## config.mk

```make
export PLATFORM = sky130hd
export DESIGN_NAME = stick_moving_average_conditioner
export DESIGN_NICKNAME = d
export VERILOG_FILES = /design/src/hdl/smac_pkg.sv /design/src/hdl/smac_lane.sv /design/src/hdl/stick_moving_average_conditioner.sv
export SDC_FILE = /design/constraint.sdc
export NUM_CORES = 2
export LEC_CHECK = 0
export ABC_AREA = 0
export BUFFER_PORTS_ARGS = -buffer_cell sky130_fd_sc_hd__buf_2
export CAP_MARGIN = 10
export CORE_MARGIN = 2
export CORE_UTILIZATION = 35
export CTS_CLUSTER_SIZE = 8
export DETAILED_ROUTE_END_ITERATION = 10
export PLACE_DENSITY = 0.57
export SYNTH_ARGS = -nofsm -noshare
export SYNTH_HDL_FRONTEND = slang
export SYNTH_HIERARCHICAL = 1
export SYNTH_SLANG_ARGS = --single-unit
```

## constraint.sdc

```tcl
create_clock -name i_clk -period 10 [get_ports i_clk]
set_clock_uncertainty 0.05 [all_clocks]
set_input_delay 1 -clock i_clk [delete_from_list [all_inputs] [get_ports i_clk]]
set_output_delay 1 -clock i_clk [all_outputs]
set_load 0.02 [all_outputs]
```

## src/hdl/smac_pkg.sv

```systemverilog
package smac_pkg;

    // Channel count and field widths
    localparam int NUM_CH     = 4;
    localparam int ADC_W      = 12;
    localparam int OFS_W      = 10;
    localparam int CMD_W      = 11;
    localparam int SAMPLE_W   = 12;
    localparam int SCALED_W   = 10;
    localparam int CFG_IDX_W  = 4;
    localparam int WINDOW_DEF = 10;

    // Channel order, shared by the offset registers and the lanes
    localparam int CH_THROTTLE = 0;
    localparam int CH_YAW      = 1;
    localparam int CH_PITCH    = 2;
    localparam int CH_ROLL     = 3;

    // Scale by 2441/10000: ceil(0.2441 * 2^28), exact floor for every 12-bit sample
    localparam int                         SCALE_MUL_W = 26;
    localparam int                         SCALE_SHIFT = 28;
    localparam logic [SCALE_MUL_W-1:0]     SCALE_MUL   = 26'd65525095;

    // Command shaping
    localparam int BASE_VALUE  = 1000;
    localparam int OUT_MIN     = 1000;
    localparam int OUT_MAX     = 2000;
    localparam int DEAD_LOW    = 1490;
    localparam int DEAD_HIGH   = 1510;
    localparam int DEAD_CENTRE = 1500;
    localparam int SAMPLE_MAX  = 2510;

    // Configuration register indexes
    localparam logic [CFG_IDX_W-1:0] CFG_OFS_THROTTLE = 4'd0;
    localparam logic [CFG_IDX_W-1:0] CFG_OFS_YAW      = 4'd1;
    localparam logic [CFG_IDX_W-1:0] CFG_OFS_PITCH    = 4'd2;
    localparam logic [CFG_IDX_W-1:0] CFG_OFS_ROLL     = 4'd3;

    // Load enables for the lane pipeline stages
    typedef struct packed {
        logic sample;   // input register -> sample register
        logic ring;     // sample enters the window, sum is captured
        logic cmd;      // mean -> command register
    } t_stage_en;

endpackage

```

## src/hdl/smac_lane.sv

```systemverilog
module smac_lane #(
    parameter int WINDOW = smac_pkg::WINDOW_DEF
) (
    input  logic                               i_clk,
    input  logic                               i_rst_n,
    input  smac_pkg::t_stage_en                i_en,
    input  logic        [smac_pkg::ADC_W-1:0]  i_adc,
    input  logic signed [smac_pkg::OFS_W-1:0]  i_offset,
    output logic        [smac_pkg::CMD_W-1:0]  o_cmd
);
    import smac_pkg::*;

    localparam int SUM_W     = $clog2(WINDOW * SAMPLE_MAX + 1);
    localparam int SUM_X_W   = SUM_W + 1;
    localparam int DIV_SHIFT = SUM_W + $clog2(WINDOW);
    localparam int DIV_MUL   = ((2 ** DIV_SHIFT) + WINDOW - 1) / WINDOW;
    localparam int MUL_W     = SUM_W + 2;
    localparam int PROD_W    = SUM_W + MUL_W;
    localparam int ADC_P_W   = ADC_W + SCALE_MUL_W;
    localparam int SMP_X_W   = SAMPLE_W + 1;

    localparam logic [MUL_W-1:0] DIV_MUL_V = MUL_W'(DIV_MUL);

    logic [ADC_P_W-1:0]  scale_prod;
    logic [SCALED_W-1:0] scaled;
    logic [SMP_X_W-1:0]  sample_x;
    logic [SAMPLE_W-1:0] n_sample;
    logic [SAMPLE_W-1:0] r_sample;

    logic [SAMPLE_W-1:0] r_hist [WINDOW];
    logic [SUM_X_W-1:0]  sum_x;
    logic [SUM_W-1:0]    n_sum;
    logic [SUM_W-1:0]    r_sum;
    logic [SUM_W-1:0]    r_sum_q;

    logic [PROD_W-1:0]   div_prod;
    logic [SAMPLE_W-1:0] mean;
    logic [SAMPLE_W-1:0] clamped;
    logic [CMD_W-1:0]    n_cmd;
    logic [CMD_W-1:0]    r_cmd;

    // Scale, add base and sign-extended offset (result always in 488..2510)
    always_comb begin
        scale_prod = ADC_P_W'(i_adc) * ADC_P_W'(SCALE_MUL);
        scaled     = scale_prod[SCALE_SHIFT +: SCALED_W];
        sample_x   = SMP_X_W'(scaled) + SMP_X_W'(BASE_VALUE)
                   + {{(SMP_X_W - OFS_W){i_offset[OFS_W-1]}}, i_offset};
        n_sample   = sample_x[SAMPLE_W-1:0];
    end

    always_ff @(posedge i_clk) begin
        if (i_en.sample) begin
            r_sample <= n_sample;
        end
    end

    // Running sum: drop the oldest tap, add the new sample
    always_comb begin
        sum_x = {1'b0, r_sum} - SUM_X_W'(r_hist[WINDOW-1]) + SUM_X_W'(r_sample);
        n_sum = sum_x[SUM_W-1:0];
    end

    // Window history as a shift line, zero after reset
    always_ff @(posedge i_clk) begin
        if (!i_rst_n) begin
            r_sum <= '0;
            for (int i = 0; i < WINDOW; i++) begin
                r_hist[i] <= '0;
            end
        end else if (i_en.ring) begin
            r_sum     <= n_sum;
            r_hist[0] <= r_sample;
            for (int i = 1; i < WINDOW; i++) begin
                r_hist[i] <= r_hist[i-1];
            end
        end
    end

    always_ff @(posedge i_clk) begin
        if (i_en.ring) begin
            r_sum_q <= n_sum;
        end
    end

    // Mean by reciprocal multiply, then clamp and deadband
    always_comb begin
        div_prod = PROD_W'(r_sum_q) * PROD_W'(DIV_MUL_V);
        mean     = div_prod[DIV_SHIFT +: SAMPLE_W];
        if (mean > SAMPLE_W'(OUT_MAX)) begin
            clamped = SAMPLE_W'(OUT_MAX);
        end else if (mean < SAMPLE_W'(OUT_MIN)) begin
            clamped = SAMPLE_W'(OUT_MIN);
        end else begin
            clamped = mean;
        end
        if (clamped > SAMPLE_W'(DEAD_LOW) && clamped < SAMPLE_W'(DEAD_HIGH)) begin
            n_cmd = CMD_W'(DEAD_CENTRE);
        end else begin
            n_cmd = clamped[CMD_W-1:0];
        end
    end

    always_ff @(posedge i_clk) begin
        if (i_en.cmd) begin
            r_cmd <= n_cmd;
        end
    end

    assign o_cmd = r_cmd;

endmodule

```

## src/hdl/stick_moving_average_conditioner.sv

```systemverilog
// Stages are input, sample, window sum and command; each is a register on the path to the output.
// Throughput: one transaction per cycle while the output is not stalled.
// The stage chain stalls only when the output register holds a result not yet taken.
// Reset (synchronous, active low) zeroes the window history, running sum, offsets and valids.
// Configuration writes are always accepted (ready is always high).
module stick_moving_average_conditioner #(
    parameter int WINDOW = smac_pkg::WINDOW_DEF
) (
    input  logic                                 i_clk,
    input  logic                                 i_rst_n,
    input  logic                                 i_in_valid,
    output logic                                 o_in_ready,
    input  logic [smac_pkg::ADC_W-1:0]           i_adc_throttle,
    input  logic [smac_pkg::ADC_W-1:0]           i_adc_yaw,
    input  logic [smac_pkg::ADC_W-1:0]           i_adc_pitch,
    input  logic [smac_pkg::ADC_W-1:0]           i_adc_roll,
    output logic                                 o_out_valid,
    input  logic                                 i_out_ready,
    output logic [smac_pkg::CMD_W-1:0]           o_throttle,
    output logic [smac_pkg::CMD_W-1:0]           o_yaw,
    output logic [smac_pkg::CMD_W-1:0]           o_pitch,
    output logic [smac_pkg::CMD_W-1:0]           o_roll,
    input  logic                                 i_cfg_valid,
    output logic                                 o_cfg_ready,
    input  logic [smac_pkg::CFG_IDX_W-1:0]       i_cfg_index,
    input  logic [smac_pkg::OFS_W-1:0]           i_cfg_data
);
    import smac_pkg::*;

    logic              r_v1, r_v2, r_v3, r_v4;
    logic              s1_ready, s2_ready, s3_ready, s4_ready;
    t_stage_en         stage_en;
    logic [ADC_W-1:0]  r_adc    [NUM_CH];
    logic [OFS_W-1:0]  r_offset [NUM_CH];
    logic [CMD_W-1:0]  cmd      [NUM_CH];

    // Ready chain: a stage moves when the next one is empty or moving
    assign s4_ready = !r_v4 || i_out_ready;
    assign s3_ready = !r_v3 || s4_ready;
    assign s2_ready = !r_v2 || s3_ready;
    assign s1_ready = !r_v1 || s2_ready;

    assign stage_en.sample = r_v1 && s2_ready;
    assign stage_en.ring   = r_v2 && s3_ready;
    assign stage_en.cmd    = r_v3 && s4_ready;

    always_ff @(posedge i_clk) begin
        if (!i_rst_n) begin
            r_v1 <= 1'b0;
            r_v2 <= 1'b0;
            r_v3 <= 1'b0;
            r_v4 <= 1'b0;
        end else begin
            if (s1_ready) r_v1 <= i_in_valid;
            if (s2_ready) r_v2 <= r_v1;
            if (s3_ready) r_v3 <= r_v2;
            if (s4_ready) r_v4 <= r_v3;
        end
    end

    // Input register
    always_ff @(posedge i_clk) begin
        if (i_in_valid && s1_ready) begin
            r_adc[CH_THROTTLE] <= i_adc_throttle;
            r_adc[CH_YAW]      <= i_adc_yaw;
            r_adc[CH_PITCH]    <= i_adc_pitch;
            r_adc[CH_ROLL]     <= i_adc_roll;
        end
    end

    // Offset registers; unknown indexes are dropped
    always_ff @(posedge i_clk) begin
        if (!i_rst_n) begin
            for (int i = 0; i < NUM_CH; i++) begin
                r_offset[i] <= '0;
            end
        end else if (i_cfg_valid) begin
            case (i_cfg_index)
                CFG_OFS_THROTTLE: r_offset[CH_THROTTLE] <= i_cfg_data;
                CFG_OFS_YAW:      r_offset[CH_YAW]      <= i_cfg_data;
                CFG_OFS_PITCH:    r_offset[CH_PITCH]    <= i_cfg_data;
                CFG_OFS_ROLL:     r_offset[CH_ROLL]     <= i_cfg_data;
                default: ;
            endcase
        end
    end

    // One lane per stick channel
    for (genvar c = 0; c < NUM_CH; c++) begin : g_lane
        smac_lane #(
            .WINDOW (WINDOW)
        ) u_lane (
            .i_clk    (i_clk),
            .i_rst_n  (i_rst_n),
            .i_en     (stage_en),
            .i_adc    (r_adc[c]),
            .i_offset ($signed(r_offset[c])),
            .o_cmd    (cmd[c])
        );
    end

    assign o_in_ready  = s1_ready;
    assign o_out_valid = r_v4;
    assign o_cfg_ready = 1'b1;
    assign o_throttle  = cmd[CH_THROTTLE];
    assign o_yaw       = cmd[CH_YAW];
    assign o_pitch     = cmd[CH_PITCH];
    assign o_roll      = cmd[CH_ROLL];

endmodule

```

==> results.md <==
- Status: finished clean
- I/O Pins: 114
- Starting Density: 0.3526
- Most common cell in the netlist: inv_1
- Largest net degree at the start of global routing: 200
- Critical path's largest stage delay: 850 ps
- Design area: 77350 sq um
- HP Class: input pin to register
- Startpoint Class: register
- Starting DRC count in detailed routing: 2486
- Top FF cell, synth: edfxtp_1
- DRT antenna net count: 0
- Crit end category: register
- Wire per inst: 15.96 um
- RSZ-0062 raised after global routing: no
- Seq/Total Area, Yosys: 0.3247
- Register area: 22900 sq um
- Clock slew at reported path FFs: 60 ps
- Endpoints failing hold: 0
- Post-synth EDFFs: 720
- Max-slew headroom: 0.1994
- Crit path DAT: 8390 ps
- DP Worst Slack: 2079 ps
- Data required, critical path: 10420 ps
- Commonest cells post-synth: inv_1 (1490), ha_1 (976), fa_1 (736), edfxtp_1 (720), and3_1 (485)
- Port-buffer cells: 112
- Clock Tree Buf Depth: 3
- Fillers: 19.40k
- Core box area: 200100 sq um
- Multi-input logic area: 41460 sq um
- Vias in the first global route: 45.45k
- Via count: 43.40k
- Maxcap violations: 0
- Clock sink total: 784
- Actual slew at the worst max-slew pin: 1197 ps
- Die X: 452.9 um
- Initial antenna violation count: 3
- Setup WS post-layout: 2029 ps
- Routability cong.: 0.8884
- Synthesized instance count: 6338
- Yosys reg bits: 784
- Die Y: 452.9 um
- Tcrit/Tclk final: 0.7971
- Synthesis-to-finish area growth: 9.657%
- Average size of a mapped cell: 11.13 sq um
- Post-DP HPWL: 116300 um
- Vias per cell: 4.735
- Synth Warn #: 6
- Minimum clock period after layout: 7971 ps
- Gr ovfl total: 0
- Synthesized area: 70530 sq um
- Crit-path slowest cell: fa_1
- Slew Viols, Final: 0
- Syn nets: 8117
- Fin cells: 9166
- Total Routing Usage GR: 0.1438
- Synth cell types: 125
- Hold buffers post-CTS: 0
- Clock root buffer: clkbuf_16
- Nets@finish: 8216
- Crit-path max FO: 7
- DP Cell Count: 8978
- CTS resizes: 0
- First-pass GRT wire length: 239300 um
- # Post-CTS Setup Buffers: 0
- F_max: 0.1255 GHz
- Cell taking the most area after synthesis: edfxtp_1
- Share of flip-flops with an asynchronous set or reset: 0
- Final setup violation count: 0
- Largest cells by area after synthesis: edfxtp_1 (31%), fa_1 (21%), ha_1 (17%), inv_1 (7.9%), and3_1 (4.3%)
- Full die area: 205100 sq um
- Post-Route WL: 146300 um
- Clock Latency Late Sink: 720 ps
- CTS tree: built
- Layout cells sized above 1: 0.06268
- Rows: 164
- DRC viols: 0
- Share of the synthesized area in the top cell type: 0.3065
- Cell Area, Placed: 74030 sq um
- CTS buffer count: 112
- Setup Total Neg Slack: 0 ps
- Drt first pass iters: 5
- Worst Setup Path Type: register to register
- H-tree depth: 3
## logic make-up (layout without fill, tap and decap cells)
family	count (synthesis)	in the layout	share of synthesized area
fa+ha+maj	1712	1712	0.3820
buf+inv	1638	1809	0.08804
simple gates	1194	1194	0.09787
flops	784	784	0.3247
compound gates	763	763	0.07599
xor+xnor	216	216	0.02702
mux	30	30	0.004311
other cells	1	2	0.00005317
## layout make-up
cell class	instances	share of cell area
multi-input combinational	3916	0.5360
sequential	784	0.2961
inverter	1490	0.07244
tap	2656	0.04297
clock buffer	172	0.03970
timing repair buffer	133	0.009835
clock inverter	14	0.002944
antenna	1	0.00003235
## worst max-delay path, delay by kind of cell, from the launching register on
family	cells	cell delay [ps]
compound gates	7	1690
xor+xnor	3	490
fa+ha+maj	8	3650
buf+inv	5	340
flops	1	530
mux	1	350
simple gates	3	650
## metal layers
layer,wire (um),global-route usage,up-vias
met5,0,0,-
met4,3503,0.03729,0
met3,4947,0.02015,181
met2,65350,0.2269,584
met1,72520,0.2066,21230
li1,-,-,21400
## metrics by stage
step | hold WS, ps | utilization
detailed placement | 418.0 | 0.3700
floorplan | 393.2 | -
CTS | 331.5 | 0.3865
global placement | 405.5 | 0.3700
global route | 347.7 | 0.3866
finish | 405.3 | 0.3866
## registers in the layout, summed over array words and instances, names as in the netlist
signal	flops
g_lane.u_lane/r_hist	480
g_lane.u_lane/o_cmd	44
r_offset	40
g_lane.u_lane/r_sum_q	60
r_v1	1
o_out_valid	1
r_v3	1
r_v2	1
g_lane.u_lane/r_sample	48
g_lane.u_lane/r_sum	60
r_adc	48
## cell usage in the layout (no fill, tap or decap), drive strengths merged, types with 16 or more instances in the layout
cell type,count
a31oi,24
or2,25
nand2b,34
a21oi,188
a211oi,36
or3,18
nor2b,47
xnor2,137
a21o,64
and2,28
a22o,16
xor2,78
mux2i,27
inv,1490
buf,133
and3,487
dfxtp,64
nand2,155
edfxtp,720
nor3,92
nand3,57
o21a,38
ha,976
o211ai,34
nor2,162
nand4,25
o21ai,156
a211o,20
a2111oi,16
o21bai,25
fa,736
clkbuf,172
## worst paths after layout
check	startpoint	to	cells after the start	slack (ps)
max	r_adc[2][6]	g_lane[2].u_lane/r_sample[11]	27	2030
min	i_adc_yaw[0]	r_adc[1][0]	1	410
max reg2reg	r_adc[2][6]	g_lane[2].u_lane/r_sample[11]	27	2030
min reg2reg	g_lane[3].u_lane/r_sum[14]	g_lane[3].u_lane/r_sum[14]	2	420
Power is left out: the tool's default activity adds up to more than one toggle a clock period on the data nets, which glitch-free logic cannot reach.
